==> src/design/brs_pkg.sv <==
`timescale 1ns / 1ps
`default_nettype none
// ----------------------------------------------------------------------------
// brs_pkg
// Shared widths, codes and controller/datapath interface types for the
// block request splitter.
// ----------------------------------------------------------------------------
package brs_pkg;

  localparam int unsigned OFF_W     = 48;  // byte offset
  localparam int unsigned LEN_W     = 28;  // byte length, buffer offsets
  localparam int unsigned BS_W      = 17;  // block size
  localparam int unsigned BCNT_W    = 33;  // block count
  localparam int unsigned LBA_W     = 32;  // command LBA
  localparam int unsigned NUM_W     = 16;  // blocks per command, partial fields
  localparam int unsigned CFG_W     = 33;  // widest register
  localparam int unsigned CFG_IDX_W = 2;
  localparam int unsigned DIVD_W    = OFF_W + 1;  // offset + length
  // blocks left at a clamped end: span * 512 - 511 < 2**LEN_W
  localparam int unsigned SPAN_W    = LEN_W - 9 + 1;

  localparam int unsigned MAX_RESULTS = 11;
  localparam int unsigned RCNT_W      = $clog2(MAX_RESULTS + 1);

  localparam logic [BS_W-1:0] MIN_BLOCK = 17'd512;
  localparam logic [BS_W-1:0] MAX_BLOCK = 17'd65536;

  localparam logic [CFG_IDX_W-1:0] REG_ONLINE      = 2'd0;
  localparam logic [CFG_IDX_W-1:0] REG_BLOCK_SIZE  = 2'd1;
  localparam logic [CFG_IDX_W-1:0] REG_BLOCK_COUNT = 2'd2;

  typedef enum logic [2:0] {
    KIND_READ,
    KIND_WRITE,
    KIND_PART_READ,
    KIND_PART_RMW,
    KIND_NONE
  } brs_kind_t;

  typedef enum logic [1:0] {
    ST_OK,
    ST_EMPTY,
    ST_ERROR
  } brs_status_t;

  // which result the datapath forms
  typedef enum logic [2:0] {
    SEL_BAD,
    SEL_NONE,
    SEL_HEAD,
    SEL_RUN,
    SEL_TAIL
  } brs_sel_t;

  typedef struct packed {
    logic     load_req;
    logic     start_div;
    logic     clamp;
    logic     mul;
    logic     setup;
    logic     run_prep;
    logic     run_mul;
    logic     emit;
    brs_sel_t sel;
  } brs_cmd_t;

  typedef struct packed {
    logic bad_cfg;
    logic div_busy;
    logic nothing;
    logic head;
    logic body_left;
    logic out_free;
    logic emit_last;
  } brs_stat_t;

endpackage
`default_nettype wire

==> src/design/brs_div.sv <==
`timescale 1ns / 1ps
`default_nettype none
// ----------------------------------------------------------------------------
// brs_div
// Restoring divider, one quotient bit per cycle while busy.
// ----------------------------------------------------------------------------
module brs_div #(
  parameter int unsigned DIVIDEND_W = 49,
  parameter int unsigned DIVISOR_W  = 17
) (
  input  wire logic                  clk,
  input  wire logic                  rst,
  input  wire logic                  start,
  input  wire logic [DIVIDEND_W-1:0] dividend,
  input  wire logic [DIVISOR_W-1:0]  divisor,
  output logic                       busy,
  output logic [DIVIDEND_W-1:0]      quotient,
  output logic [DIVISOR_W-1:0]       remainder
);

  localparam int unsigned STEP_W = $clog2(DIVIDEND_W);

  logic [STEP_W-1:0]    step;
  logic [DIVISOR_W-1:0] dvs;
  logic [DIVISOR_W:0]   trial;
  logic [DIVISOR_W:0]   trial_sub;
  logic                 fits;

  assign trial     = {remainder, quotient[DIVIDEND_W-1]};
  assign fits      = trial >= {1'b0, dvs};
  assign trial_sub = fits ? (trial - {1'b0, dvs}) : trial;

  always_ff @(posedge clk) begin
    if (rst) begin
      busy <= 1'b0;
      step <= '0;
    end else if (start) begin
      busy <= 1'b1;
      step <= STEP_W'(DIVIDEND_W - 1);
    end else if (busy) begin
      if (step == '0) begin
        busy <= 1'b0;
      end else begin
        step <= step - 1'b1;
      end
    end
  end

  always_ff @(posedge clk) begin
    if (start) begin
      quotient  <= dividend;
      remainder <= '0;
      dvs       <= divisor;
    end else if (busy) begin
      quotient  <= {quotient[DIVIDEND_W-2:0], fits};
      remainder <= trial_sub[DIVISOR_W-1:0];
    end
  end

endmodule
`default_nettype wire

==> src/design/brs_dp.sv <==
`timescale 1ns / 1ps
`default_nettype none
// ----------------------------------------------------------------------------
// brs_dp
// Datapath: configuration registers, request capture, two dividers, clamp,
// command formation and the output register.
// ----------------------------------------------------------------------------
module brs_dp #(
  parameter int unsigned MAX_BLOCKS_PER_COMMAND = 65535
) (
  input  wire logic                              clk,
  input  wire logic                              rst,
  input  wire logic                              cfg_we,
  input  wire logic [brs_pkg::CFG_IDX_W-1:0]     cfg_index,
  input  wire logic [brs_pkg::CFG_W-1:0]         cfg_data,
  input  wire logic                              is_write,
  input  wire logic [brs_pkg::OFF_W-1:0]         byte_offset,
  input  wire logic [brs_pkg::LEN_W-1:0]         byte_length,
  input  wire brs_pkg::brs_cmd_t                 cmd,
  output brs_pkg::brs_stat_t                     stat,
  input  wire logic                              cmd_stall,
  output logic                                   cmd_valid,
  output logic [2:0]                             kind,
  output logic [brs_pkg::LBA_W-1:0]              lba,
  output logic [brs_pkg::NUM_W-1:0]              block_num,
  output logic [brs_pkg::LEN_W-1:0]              buffer_offset,
  output logic [brs_pkg::NUM_W-1:0]              part_offset,
  output logic [brs_pkg::NUM_W-1:0]              part_length,
  output logic [1:0]                             status,
  output logic [brs_pkg::LEN_W-1:0]              returned_bytes,
  output logic                                   last
);

  localparam int unsigned DW = brs_pkg::DIVD_W;
  localparam int unsigned NW = brs_pkg::NUM_W;
  localparam int unsigned LW = brs_pkg::LEN_W;
  localparam logic [NW-1:0] MAX_N = NW'(MAX_BLOCKS_PER_COMMAND);

  // configuration
  logic                        online;
  logic [brs_pkg::BS_W-1:0]    bs;
  logic [brs_pkg::BCNT_W-1:0]  bcount;

  // request
  logic                        wr;
  logic [brs_pkg::OFF_W-1:0]   off;
  logic [LW-1:0]               len;

  // dividers
  logic                        busy_s;
  logic                        busy_e;
  logic [DW-1:0]               qs;
  logic [brs_pkg::BS_W-1:0]    rs;
  logic [DW-1:0]               qe_raw;
  logic [brs_pkg::BS_W-1:0]    re_raw;
  logic [DW-1:0]               end_pos;

  // clamp and setup
  logic                        nothing;
  logic                        clamped;
  logic                        clamp_hit;
  logic [DW-1:0]               count_ext;
  logic [DW-1:0]               qe;
  logic [brs_pkg::BS_W-1:0]    re;
  logic [brs_pkg::BCNT_W-1:0]  span_full;
  logic [brs_pkg::SPAN_W-1:0]  span;
  logic [brs_pkg::SPAN_W+brs_pkg::BS_W-1:0] prod;
  logic [LW-1:0]               ret_len;
  logic                        head_after;
  logic [NW-1:0]               head_len;

  // walk
  logic [DW-1:0]               cur_lba;
  logic [LW-1:0]               pos;
  logic [brs_pkg::RCNT_W-1:0]  rcnt;
  logic [DW-1:0]               blk_left;
  logic [NW-1:0]               n_next;
  logic [NW-1:0]               n_r;
  logic                        run_after;
  logic [NW+brs_pkg::BS_W-1:0] chunk_full;
  logic [LW-1:0]               chunk;

  // result formation
  logic                        is_cmd;
  logic                        fail;
  logic                        e_after;
  brs_pkg::brs_kind_t          e_kind;
  brs_pkg::brs_status_t        e_status;
  logic [NW-1:0]               e_num;
  logic [NW-1:0]               e_poff;
  logic [NW-1:0]               e_plen;
  brs_pkg::brs_kind_t          r_kind;
  brs_pkg::brs_status_t        r_status;
  logic [brs_pkg::LBA_W-1:0]   r_lba;
  logic [NW-1:0]               r_num;
  logic [LW-1:0]               r_buf;
  logic [NW-1:0]               r_poff;
  logic [NW-1:0]               r_plen;
  logic [LW-1:0]               r_ret;
  logic                        r_last;
  logic                        out_free;
  logic                        emit_fire;

  always_ff @(posedge clk) begin
    if (rst) begin
      online <= 1'b0;
      bs     <= brs_pkg::MIN_BLOCK;
      bcount <= '0;
    end else if (cfg_we) begin
      unique case (cfg_index)
        brs_pkg::REG_ONLINE:      online <= cfg_data[0];
        brs_pkg::REG_BLOCK_SIZE:  bs     <= cfg_data[brs_pkg::BS_W-1:0];
        brs_pkg::REG_BLOCK_COUNT: bcount <= cfg_data;
        default: ;
      endcase
    end
  end

  assign end_pos = {1'b0, off} + DW'(len);

  brs_div #(.DIVIDEND_W(DW), .DIVISOR_W(brs_pkg::BS_W)) u_div_start (
    .clk       (clk),
    .rst       (rst),
    .start     (cmd.start_div),
    .dividend  ({1'b0, off}),
    .divisor   (bs),
    .busy      (busy_s),
    .quotient  (qs),
    .remainder (rs)
  );

  brs_div #(.DIVIDEND_W(DW), .DIVISOR_W(brs_pkg::BS_W)) u_div_end (
    .clk       (clk),
    .rst       (rst),
    .start     (cmd.start_div),
    .dividend  (end_pos),
    .divisor   (bs),
    .busy      (busy_e),
    .quotient  (qe_raw),
    .remainder (re_raw)
  );

  assign count_ext = DW'(bcount);
  assign clamp_hit = (qe_raw > count_ext) || ((qe_raw == count_ext) && (re_raw != '0));
  assign span_full = bcount - qs[brs_pkg::BCNT_W-1:0];

  assign blk_left   = qe - cur_lba;
  assign n_next     = (blk_left > DW'(MAX_N)) ? MAX_N : blk_left[NW-1:0];
  assign chunk_full = n_r * bs;

  always_ff @(posedge clk) begin
    if (cmd.load_req) begin
      wr  <= is_write;
      off <= byte_offset;
      len <= byte_length;
    end
    if (cmd.clamp) begin
      nothing <= (qs >= count_ext) || (len == '0);
      clamped <= clamp_hit;
      qe      <= clamp_hit ? count_ext : qe_raw;
      re      <= clamp_hit ? '0 : re_raw;
      span    <= span_full[brs_pkg::SPAN_W-1:0];
    end
    if (cmd.mul) begin
      prod <= span * bs;
    end
    if (cmd.setup) begin
      ret_len    <= clamped ? (prod[LW-1:0] - LW'(rs)) : len;
      head_after <= (qe != qs) && ((qe != (qs + DW'(1))) || (re != '0));
      head_len   <= (qe == qs) ? NW'(re - rs) : NW'(bs - rs);
      cur_lba    <= qs;
      pos        <= '0;
      rcnt       <= '0;
    end
    if (cmd.run_prep) begin
      n_r       <= n_next;
      run_after <= (blk_left != DW'(n_next)) || (re != '0);
    end
    if (cmd.run_mul) begin
      chunk <= chunk_full[LW-1:0];
    end
    if (emit_fire) begin
      rcnt <= rcnt + 1'b1;
      if (!r_last && (cmd.sel == brs_pkg::SEL_HEAD)) begin
        pos     <= pos + LW'(head_len);
        cur_lba <= cur_lba + DW'(1);
      end else if (!r_last && (cmd.sel == brs_pkg::SEL_RUN)) begin
        pos     <= pos + chunk;
        cur_lba <= cur_lba + DW'(n_r);
      end
    end
  end

  always_comb begin
    is_cmd   = 1'b0;
    e_after  = 1'b0;
    e_kind   = brs_pkg::KIND_NONE;
    e_status = brs_pkg::ST_OK;
    e_num    = '0;
    e_poff   = '0;
    e_plen   = '0;
    unique case (cmd.sel)
      brs_pkg::SEL_BAD: begin
        e_status = brs_pkg::ST_ERROR;
      end
      brs_pkg::SEL_NONE: begin
        e_status = brs_pkg::ST_EMPTY;
      end
      brs_pkg::SEL_HEAD: begin
        is_cmd  = 1'b1;
        e_kind  = wr ? brs_pkg::KIND_PART_RMW : brs_pkg::KIND_PART_READ;
        e_num   = NW'(1);
        e_poff  = rs[NW-1:0];
        e_plen  = head_len;
        e_after = head_after;
      end
      brs_pkg::SEL_RUN: begin
        is_cmd  = 1'b1;
        e_kind  = wr ? brs_pkg::KIND_WRITE : brs_pkg::KIND_READ;
        e_num   = n_r;
        e_after = run_after;
      end
      brs_pkg::SEL_TAIL: begin
        is_cmd  = 1'b1;
        e_kind  = wr ? brs_pkg::KIND_PART_RMW : brs_pkg::KIND_PART_READ;
        e_num   = NW'(1);
        e_plen  = re[NW-1:0];
      end
      default: ;
    endcase

    // address past 32 bits, or out of result slots while more remains
    fail = is_cmd && ((cur_lba[DW-1:brs_pkg::LBA_W] != '0) ||
                      ((rcnt >= brs_pkg::RCNT_W'(brs_pkg::MAX_RESULTS - 1)) && e_after));

    r_kind   = brs_pkg::KIND_NONE;
    r_status = e_status;
    r_lba    = '0;
    r_num    = '0;
    r_buf    = '0;
    r_poff   = '0;
    r_plen   = '0;
    r_ret    = '0;
    r_last   = 1'b1;
    if (fail) begin
      r_status = brs_pkg::ST_ERROR;
    end else if (is_cmd) begin
      r_kind = e_kind;
      r_lba  = cur_lba[brs_pkg::LBA_W-1:0];
      r_num  = e_num;
      r_buf  = pos;
      r_poff = e_poff;
      r_plen = e_plen;
      r_ret  = e_after ? '0 : ret_len;
      r_last = !e_after;
    end
  end

  assign out_free  = !cmd_valid || !cmd_stall;
  assign emit_fire = cmd.emit && out_free;

  always_ff @(posedge clk) begin
    if (rst) begin
      cmd_valid <= 1'b0;
    end else if (emit_fire) begin
      cmd_valid <= 1'b1;
    end else if (!cmd_stall) begin
      cmd_valid <= 1'b0;
    end
  end

  always_ff @(posedge clk) begin
    if (emit_fire) begin
      kind           <= r_kind;
      lba            <= r_lba;
      block_num      <= r_num;
      buffer_offset  <= r_buf;
      part_offset    <= r_poff;
      part_length    <= r_plen;
      status         <= r_status;
      returned_bytes <= r_ret;
      last           <= r_last;
    end
  end

  assign stat.bad_cfg   = !online || (bcount == '0) || (bs < brs_pkg::MIN_BLOCK) ||
                          (bs > brs_pkg::MAX_BLOCK);
  assign stat.div_busy  = busy_s || busy_e;
  assign stat.nothing   = nothing;
  // an unaligned start needs a head bounce command
  assign stat.head      = (rs != '0);
  assign stat.body_left = (qe != cur_lba);
  assign stat.out_free  = out_free;
  assign stat.emit_last = r_last;

endmodule
`default_nettype wire

==> src/design/brs_ctrl.sv <==
`timescale 1ns / 1ps
`default_nettype none
// ----------------------------------------------------------------------------
// brs_ctrl
// Controller: sequences capture, configuration check, divide, clamp, multiply, setup and command emission.
// ----------------------------------------------------------------------------
module brs_ctrl (
  input  wire logic               clk,
  input  wire logic               rst,
  input  wire logic               req_valid,
  output logic                    req_stall,
  output brs_pkg::brs_cmd_t       cmd,
  input  wire brs_pkg::brs_stat_t stat
);

  typedef enum logic [3:0] {
    S_IDLE,
    S_CHECK,
    S_DIV,
    S_CLAMP,
    S_MUL,
    S_SETUP,
    S_NEXT,
    S_RUN_PREP,
    S_RUN_MUL,
    S_EMIT_BAD,
    S_EMIT_NONE,
    S_EMIT_HEAD,
    S_EMIT_RUN,
    S_EMIT_TAIL
  } state_t;

  state_t state;
  state_t state_next;

  assign req_stall = (state != S_IDLE);

  always_comb begin
    cmd        = '0;
    cmd.sel    = brs_pkg::SEL_BAD;
    state_next = state;
    unique case (state)
      S_IDLE: begin
        if (req_valid) begin
          cmd.load_req = 1'b1;
          state_next   = S_CHECK;
        end
      end
      S_CHECK: begin
        if (stat.bad_cfg) begin
          state_next = S_EMIT_BAD;
        end else begin
          cmd.start_div = 1'b1;
          state_next    = S_DIV;
        end
      end
      S_DIV: begin
        if (!stat.div_busy) begin
          state_next = S_CLAMP;
        end
      end
      S_CLAMP: begin
        cmd.clamp  = 1'b1;
        state_next = S_MUL;
      end
      S_MUL: begin
        cmd.mul    = 1'b1;
        state_next = S_SETUP;
      end
      S_SETUP: begin
        cmd.setup = 1'b1;
        priority if (stat.nothing) begin
          state_next = S_EMIT_NONE;
        end else if (stat.head) begin
          state_next = S_EMIT_HEAD;
        end else begin
          state_next = S_NEXT;
        end
      end
      S_NEXT: begin
        state_next = stat.body_left ? S_RUN_PREP : S_EMIT_TAIL;
      end
      S_RUN_PREP: begin
        cmd.run_prep = 1'b1;
        state_next   = S_RUN_MUL;
      end
      S_RUN_MUL: begin
        cmd.run_mul = 1'b1;
        state_next  = S_EMIT_RUN;
      end
      S_EMIT_BAD, S_EMIT_NONE, S_EMIT_TAIL: begin
        cmd.emit = 1'b1;
        unique case (state)
          S_EMIT_NONE: cmd.sel = brs_pkg::SEL_NONE;
          S_EMIT_TAIL: cmd.sel = brs_pkg::SEL_TAIL;
          default:     cmd.sel = brs_pkg::SEL_BAD;
        endcase
        if (stat.out_free) begin
          state_next = S_IDLE;
        end
      end
      S_EMIT_HEAD, S_EMIT_RUN: begin
        cmd.emit = 1'b1;
        cmd.sel  = (state == S_EMIT_HEAD) ? brs_pkg::SEL_HEAD : brs_pkg::SEL_RUN;
        if (stat.out_free) begin
          state_next = stat.emit_last ? S_IDLE : S_NEXT;
        end
      end
      default: begin
        state_next = S_IDLE;
      end
    endcase
  end

  always_ff @(posedge clk) begin
    if (rst) begin
      state <= S_IDLE;
    end else begin
      state <= state_next;
    end
  end

endmodule
`default_nettype wire

==> src/design/block_request_splitter.sv <==
`timescale 1ns / 1ps
`default_nettype none
// ----------------------------------------------------------------------------
// block_request_splitter
// Splits a byte-range read or write request into block commands.
// ----------------------------------------------------------------------------
// One request is taken at a time; the next is accepted as soon as the last
// result of the current one has been loaded into the output register, even if
// that result is still stalled. A request is captured and checked, then two
// 49-bit restoring dividers (start and end byte divided by the block size, run
// side by side) run, then clamp, multiply and setup come before its first result.
// Each partial command then needs only its emit step, each run of whole blocks
// its block count, byte multiply and emit steps, plus a decision step between
// commands, all extended by any stall on the command channel. On an unusable
// disk an error follows the check. Results come out in order; the final one
// carries last, status and clamped length. Registers are written on the cfg
// port by the user only with no request in flight; the block does not enforce it.
// ----------------------------------------------------------------------------
module block_request_splitter #(
  parameter int unsigned MAX_BLOCKS_PER_COMMAND = 65535
) (
  input  wire logic                          clk,
  input  wire logic                          rst,
  // register writes
  input  wire logic                          cfg_we,
  input  wire logic [brs_pkg::CFG_IDX_W-1:0] cfg_index,
  input  wire logic [brs_pkg::CFG_W-1:0]     cfg_data,
  // request transaction
  input  wire logic                          req_valid,
  output logic                               req_stall,
  input  wire logic                          is_write,
  input  wire logic [brs_pkg::OFF_W-1:0]     byte_offset,
  input  wire logic [brs_pkg::LEN_W-1:0]     byte_length,
  // command transaction
  output logic                               cmd_valid,
  input  wire logic                          cmd_stall,
  output logic [2:0]                         kind,
  output logic [brs_pkg::LBA_W-1:0]          lba,
  output logic [brs_pkg::NUM_W-1:0]          block_num,
  output logic [brs_pkg::LEN_W-1:0]          buffer_offset,
  output logic [brs_pkg::NUM_W-1:0]          part_offset,
  output logic [brs_pkg::NUM_W-1:0]          part_length,
  output logic [1:0]                         status,
  output logic [brs_pkg::LEN_W-1:0]          returned_bytes,
  output logic                               last
);

  brs_pkg::brs_cmd_t  cmd;
  brs_pkg::brs_stat_t stat;

  // Sequence the request: capture, divide, clamp, then walk head/runs/tail.
  brs_ctrl u_ctrl (
    .clk       (clk),
    .rst       (rst),
    .req_valid (req_valid),
    .req_stall (req_stall),
    .cmd       (cmd),
    .stat      (stat)
  );

  // Hold registers, dividers, the walk position and the output register.
  brs_dp #(
    .MAX_BLOCKS_PER_COMMAND (MAX_BLOCKS_PER_COMMAND)
  ) u_dp (
    .clk            (clk),
    .rst            (rst),
    .cfg_we         (cfg_we),
    .cfg_index      (cfg_index),
    .cfg_data       (cfg_data),
    .is_write       (is_write),
    .byte_offset    (byte_offset),
    .byte_length    (byte_length),
    .cmd            (cmd),
    .stat           (stat),
    .cmd_stall      (cmd_stall),
    .cmd_valid      (cmd_valid),
    .kind           (kind),
    .lba            (lba),
    .block_num      (block_num),
    .buffer_offset  (buffer_offset),
    .part_offset    (part_offset),
    .part_length    (part_length),
    .status         (status),
    .returned_bytes (returned_bytes),
    .last           (last)
  );

endmodule
`default_nettype wire

==> config.mk <==
export PLATFORM = sky130hd
export DESIGN_NAME = block_request_splitter
export DESIGN_NICKNAME = d
export VERILOG_FILES = /design/src/design/brs_pkg.sv /design/src/design/brs_div.sv /design/src/design/brs_dp.sv /design/src/design/brs_ctrl.sv /design/src/design/block_request_splitter.sv
export SDC_FILE = /design/constraint.sdc
export NUM_CORES = 2
export LEC_CHECK = 0
export BUFFER_PORTS_ARGS = -buffer_cell sky130_fd_sc_hd__buf_2
export CAP_MARGIN = 15
export CELL_PAD_IN_SITES_DETAIL_PLACEMENT = 1
export CELL_PAD_IN_SITES_GLOBAL_PLACEMENT = 2
export CORE_ASPECT_RATIO = 0.7
export CORE_UTILIZATION = 35
export CTS_CLUSTER_SIZE = 8
export DETAILED_ROUTE_END_ITERATION = 8
export PLACE_DENSITY = 0.69
export SYNTH_ARGS = -nofsm -noshare
export SYNTH_HDL_FRONTEND = slang
export SYNTH_HIERARCHICAL = 1
export SYNTH_SLANG_ARGS = --single-unit
==> constraint.sdc <==
create_clock -name clk -period 7.65 [get_ports clk]
set_input_delay 0.765 -clock clk [delete_from_list [all_inputs] [get_ports clk]]
set_output_delay 0.765 -clock clk [all_outputs]
set_load 0.05 [all_outputs]
==> results by stage <==
Route:
- The first detailed-routing pass ran for 6 iterations.
- The post-route DRC violation count is 0.
- The via-per-instance ratio is 5.43.
- The detail route stage leaves a number of antenna-violating nets equal to 0.
- The highest metal layer carrying signal wires in the routed design is met5.
- Summed over all layers, the routed wires come to 250000 um.
- The routed length on met2 is around 99000 um.
- In the detailed route, the total length drawn on met3 is about 23000 um.
- In the final routing, the length of wire on met1 measures 122000 um.
- The number of design-rule violations left by the first detailed-router iteration is 4620.
- For this block, the via count after detailed routing is 49300.
- After detailed routing, the average wire length per cell comes to around 28 um.

Global route:
- The initial antenna violation count is 24.
- The pin count of the biggest net entering global routing is 80.
- The remaining global-route overflow is 0.
- The number of global-route vias before repair was about 50000.
- In the global route stage, overall resource usage came out at 28.1%.
- The wire length of the first global-routing pass is 360000 um.

Floorplan:
- From bottom edge to top edge, the die measures 353 um.
- The floorplan step defined a die boundary enclosing 178000 um2.
- In this run the horizontal extent of the chip is between 500 and 600 um.
- During I/O placement, the number of pins put on the boundary was around 260.
- The area of the core region is approximately 170000 um2.
- The initial core utilization is 35.3%.
- The number of placement rows is 128.

Timing:
- On the final layout, the worst clock skew is approximately 0.071 ns.
- The max-slew headroom at the worst pin is 28.2%.
- The final number of max-transition violations is 0.
- The setup violation total in the final timing report is 0.
- The transition at the pin with the smallest max-transition slack is 1.06 ns.
- The final clock period utilization by the worst path is around 96%.
- The final worst-path setup slack is 0.344 ns.
- Setup repair after global routing left no endpoint under its margin.
- The sum of negative setup slack is 0 ns.
- The number of hold violations in the final report was 0.
- The shortest clock period the worst path allows after layout is ~7.3 ns.
- The highest clock rate is 137 MHz.

Min path:
- The start point of the worst hold path is byte_offset[3].
- Along the worst hold path, the cell count comes to 1.
- The capture endpoint of the worst hold path is u_dp/off[3]$_DFFE_PP_.
- The min-delay analysis places its worst path in the category input pin to register.

Yosys:
- The most common cell in the synthesized netlist is inv_1.
- Sorting the synthesized cells by how often they occur yields inv_1 (764), nand2_1 (728), edfxtp_1 (561), ha_1 (446), fa_1 (445).
- A synthesized cell averages 9.67 um2.
- The predominant post-synthesis flop cell is edfxtp_1.
- The cell type with the largest total area after synthesis is edfxtp_1.
- The synthesized netlist contains 107 unique library cells.
- Counting flops and latches in the post-synthesis netlist gives 742.
- After synthesis the cells add up to 61600 um2.
- Counting every instance in the synthesized netlist gives 6368.
- The area share of the largest cell type after synthesis is 27.3%.
- The sequential element share of the synthesized area is between 30 and 40%.
- The share of synthesized registers carrying an async set or reset is 0%.
- The number of synthesis warnings is 6.
- Yosys attributes the largest share of cell area to edfxtp_1 (27%), fa_1 (14%), ha_1 (9.1%).
- Counting flops with a built-in enable in the synthesized netlist gives 561.

Placed design:
- Counting tap cells, the placed design contains a total of 8872 instances.
- The post-placement worst setup slack is 0.224 ns.
- The count of buffers from port buffering is 260.
- The final RePlAce weighted congestion is around 0.94.
- The HPWL after detailed placement is around 200000 um.

Clock network:
- The H-tree was split into 3 levels.
- The root cell of the clock tree is clkbuf_16.
- The clock tree from TritonCTS is yes.
- The post-CTS repair timing setup buffer count is 0.
- The number of buffers inserted during clock tree synthesis is 106.
- After clock tree synthesis, the clock-pin slew on the worst setup and hold paths is 0.05 ns.
- The maximum buffer depth of the clock tree is 3.
- The tree built by TritonCTS fans out to 742 sinks.
- The clock network latency to the later pin of the worst-skew pair is 0.79 ns.

Critical path:
- Setup slack on the worst reg-to-reg path comes out at 0.34 ns.
- The data arrival time of the critical path is 7.77 ns.
- Along the worst path, the maximum fanout reaches 7.
- The worst register-to-register path has a depth of 25.
- Grouping stages by cell kind, the critical path spends the most delay in adder cells.
- The required time of the critical path is 8.11 ns.
- The startpoint of the most critical register-to-register path is u_dp/bs[9]$_SDFFE_PP1P_.
- The worst setup path is launched from a register.
- The endpoint identified for the worst register-to-register timing path is u_dp/chunk[27]$_DFFE_PP_.
- The nature of the critical path endpoint is a register.
- The startpoint-to-endpoint class of the critical path is register to register.
- The maximum cell stage delay along the critical path is 0.55 ns.
- The number of buffers and inverters on the critical path is 5.
- The slowest stage of the critical path belongs to the cell fa_1.
- The cell that appears most often on the critical path is fa_1.

Pwr:
- The leakage power total is about 29 nW.
- The peak ir drop on the vdd network is 0.198 mV.
- In this run the power density over the cells is 260 nW/um2.

Cells and area:
- For this run, the number of standard cells in the final layout without fillers is roughly 9100.
- Of the cells placed in the final design, the portion with a size suffix greater than 1 is 11.6%.
- The area growth from synthesis to layout is 12.6%.
- For this run, the share of the core covered by cells in the final layout is 39.8%.
- The final layout contains 7648 nets.

Flow run:
- The max capacitance violation total is 0.

Run status:
- The run finished with clean final reports.
-- per-layer routing --
layer,global-route usage [%],vias up
li1,-,22300
met4,6.99,6
met2,38.3,1592
met1,42.6,25100
met5,0,-
met3,8.37,263
-- report_power, final --
group / leakage (nW) / switching (mW) / internal, mW
logic: 20.5 / 4.72 / 2.56
registers: 6.64 / 0.891 / 5.16
clock network: 1.54 / 1.99 / 2.71
-- kinds of logic (layout without fill, tap and decap cells) --
kind of cell / Yosys count / in the layout / share of synthesized area [%]
AND/OR/NAND/NOR: 2060 / 2060 / 16.3
AO/OA/AOI/OAI: 1057 / 1057 / 11.3
buffers and inverters: 1034 / 1382 / 6.60
adder cells (fa/ha/maj): 891 / 891 / 23.5
flip-flops: 742 / 742 / 33.2
XOR/XNOR: 365 / 365 / 5.20
multiplexers: 218 / 218 / 3.86
other: 1 / 25 / 0.00609
-- metrics by stage --
step           hold WS, ns  instance area [um2]  power (mW)
3_3_place_gp         0.479                66100        13.2
3_5_place_dp         0.489                66100        13.3
6_report             0.156                69400        18.0
2_1_floorplan        0.424                61700        10.8
4_1_cts             0.0895                69300        18.1
5_1_grt              0.110                69300        19.0
-- worst max-delay path by stage --
stage | slack, ns | endpoint | depth (start not counted) | start
2_1_floorplan | 0.62 | u_dp/u_div_end/quotient[0]$_DFFE_PP_ | 11 | u_dp/bs[12]$_SDFFE_PP0P_
3_3_place_gp | 0.33 | u_dp/chunk[27]$_DFFE_PP_ | 25 | u_dp/n_r[4]$_DFFE_PP_
3_5_place_dp | 0.22 | u_dp/chunk[27]$_DFFE_PP_ | 25 | u_dp/n_r[4]$_DFFE_PP_
4_1_cts | 0.09 | u_dp/chunk[27]$_DFFE_PP_ | 25 | u_dp/bs[9]$_SDFFE_PP1P_
5_1_grt | 0.02 | u_dp/chunk[27]$_DFFE_PP_ | 25 | u_dp/bs[9]$_SDFFE_PP1P_
6_report | 0.34 | u_dp/chunk[27]$_DFFE_PP_ | 25 | u_dp/bs[9]$_SDFFE_PP1P_
-- worst register-to-register path, stage by stage (launching register included) --
cell and delay (ns):
dfxtp_1 0.50, nand2_1 0.16, fa_1 0.53, inv_1 0.06, fa_1 0.55, inv_1 0.07, fa_1 0.50, fa_1 0.54
inv_1 0.05, fa_1 0.48, inv_1 0.06, fa_1 0.49, inv_1 0.05, ha_1 0.34, a21o_1 0.23, a2111oi_2 0.43
o31ai_1 0.20, o211a_1 0.26, o21a_1 0.21, o21ai_0 0.24, o221ai_1 0.17, nor2_1 0.21, o21ai_0 0.19, a21o_1 0.22
a21oi_1 0.18, xnor2_1 0.08
-- registers in the layout (all words and copies together) (netlist names), 20 cells and up --
register	count
u_dp/returned_bytes	28
u_dp/span	20
u_dp/chunk	28
u_dp/bcount	33
u_dp/buffer_offset	28
u_dp/qe	49
u_dp/ret_len	28
u_dp/off	48
u_dp/prod	28
u_dp/lba	32
u_dp/cur_lba	49
u_dp/u_div_end/quotient	49
u_dp/pos	28
u_dp/len	28
u_dp/u_div_start/quotient	49
-- timing repair --
item                       CTS  global route
setup endpoints to repair    0             2
hold buffers                 0             0
gates resized for setup      0             3
-- cell type report --
class / instances / area [um2]
Antenna cell: 8 / 20.0
Clock buffer: 191 / 3050
Clock inverter: 9 / 206
Fill cell: 19700 / 105000
Inverter: 767 / 2890
Multi-Input combinational cell: 4608 / 37200
Sequential cell: 742 / 20500
Tap cell: 2340 / 2930
Timing Repair Buffer: 415 / 2560
-- cells in the final DEF, fill, tap and decap left out, types with 127 or more instances in the layout --
master	instances
xor2_1	127
buf_2	259
xnor2_1	237
inv_1	763
a21oi_1	332
and2_1	285
nand2_1	728
buf_4	148
nor2_1	375
o21ai_0	171
ha_1	446
fa_1	445
mux2_2	156
dfxtp_1	179
edfxtp_1	561
(Power assumes the default switching activity.)
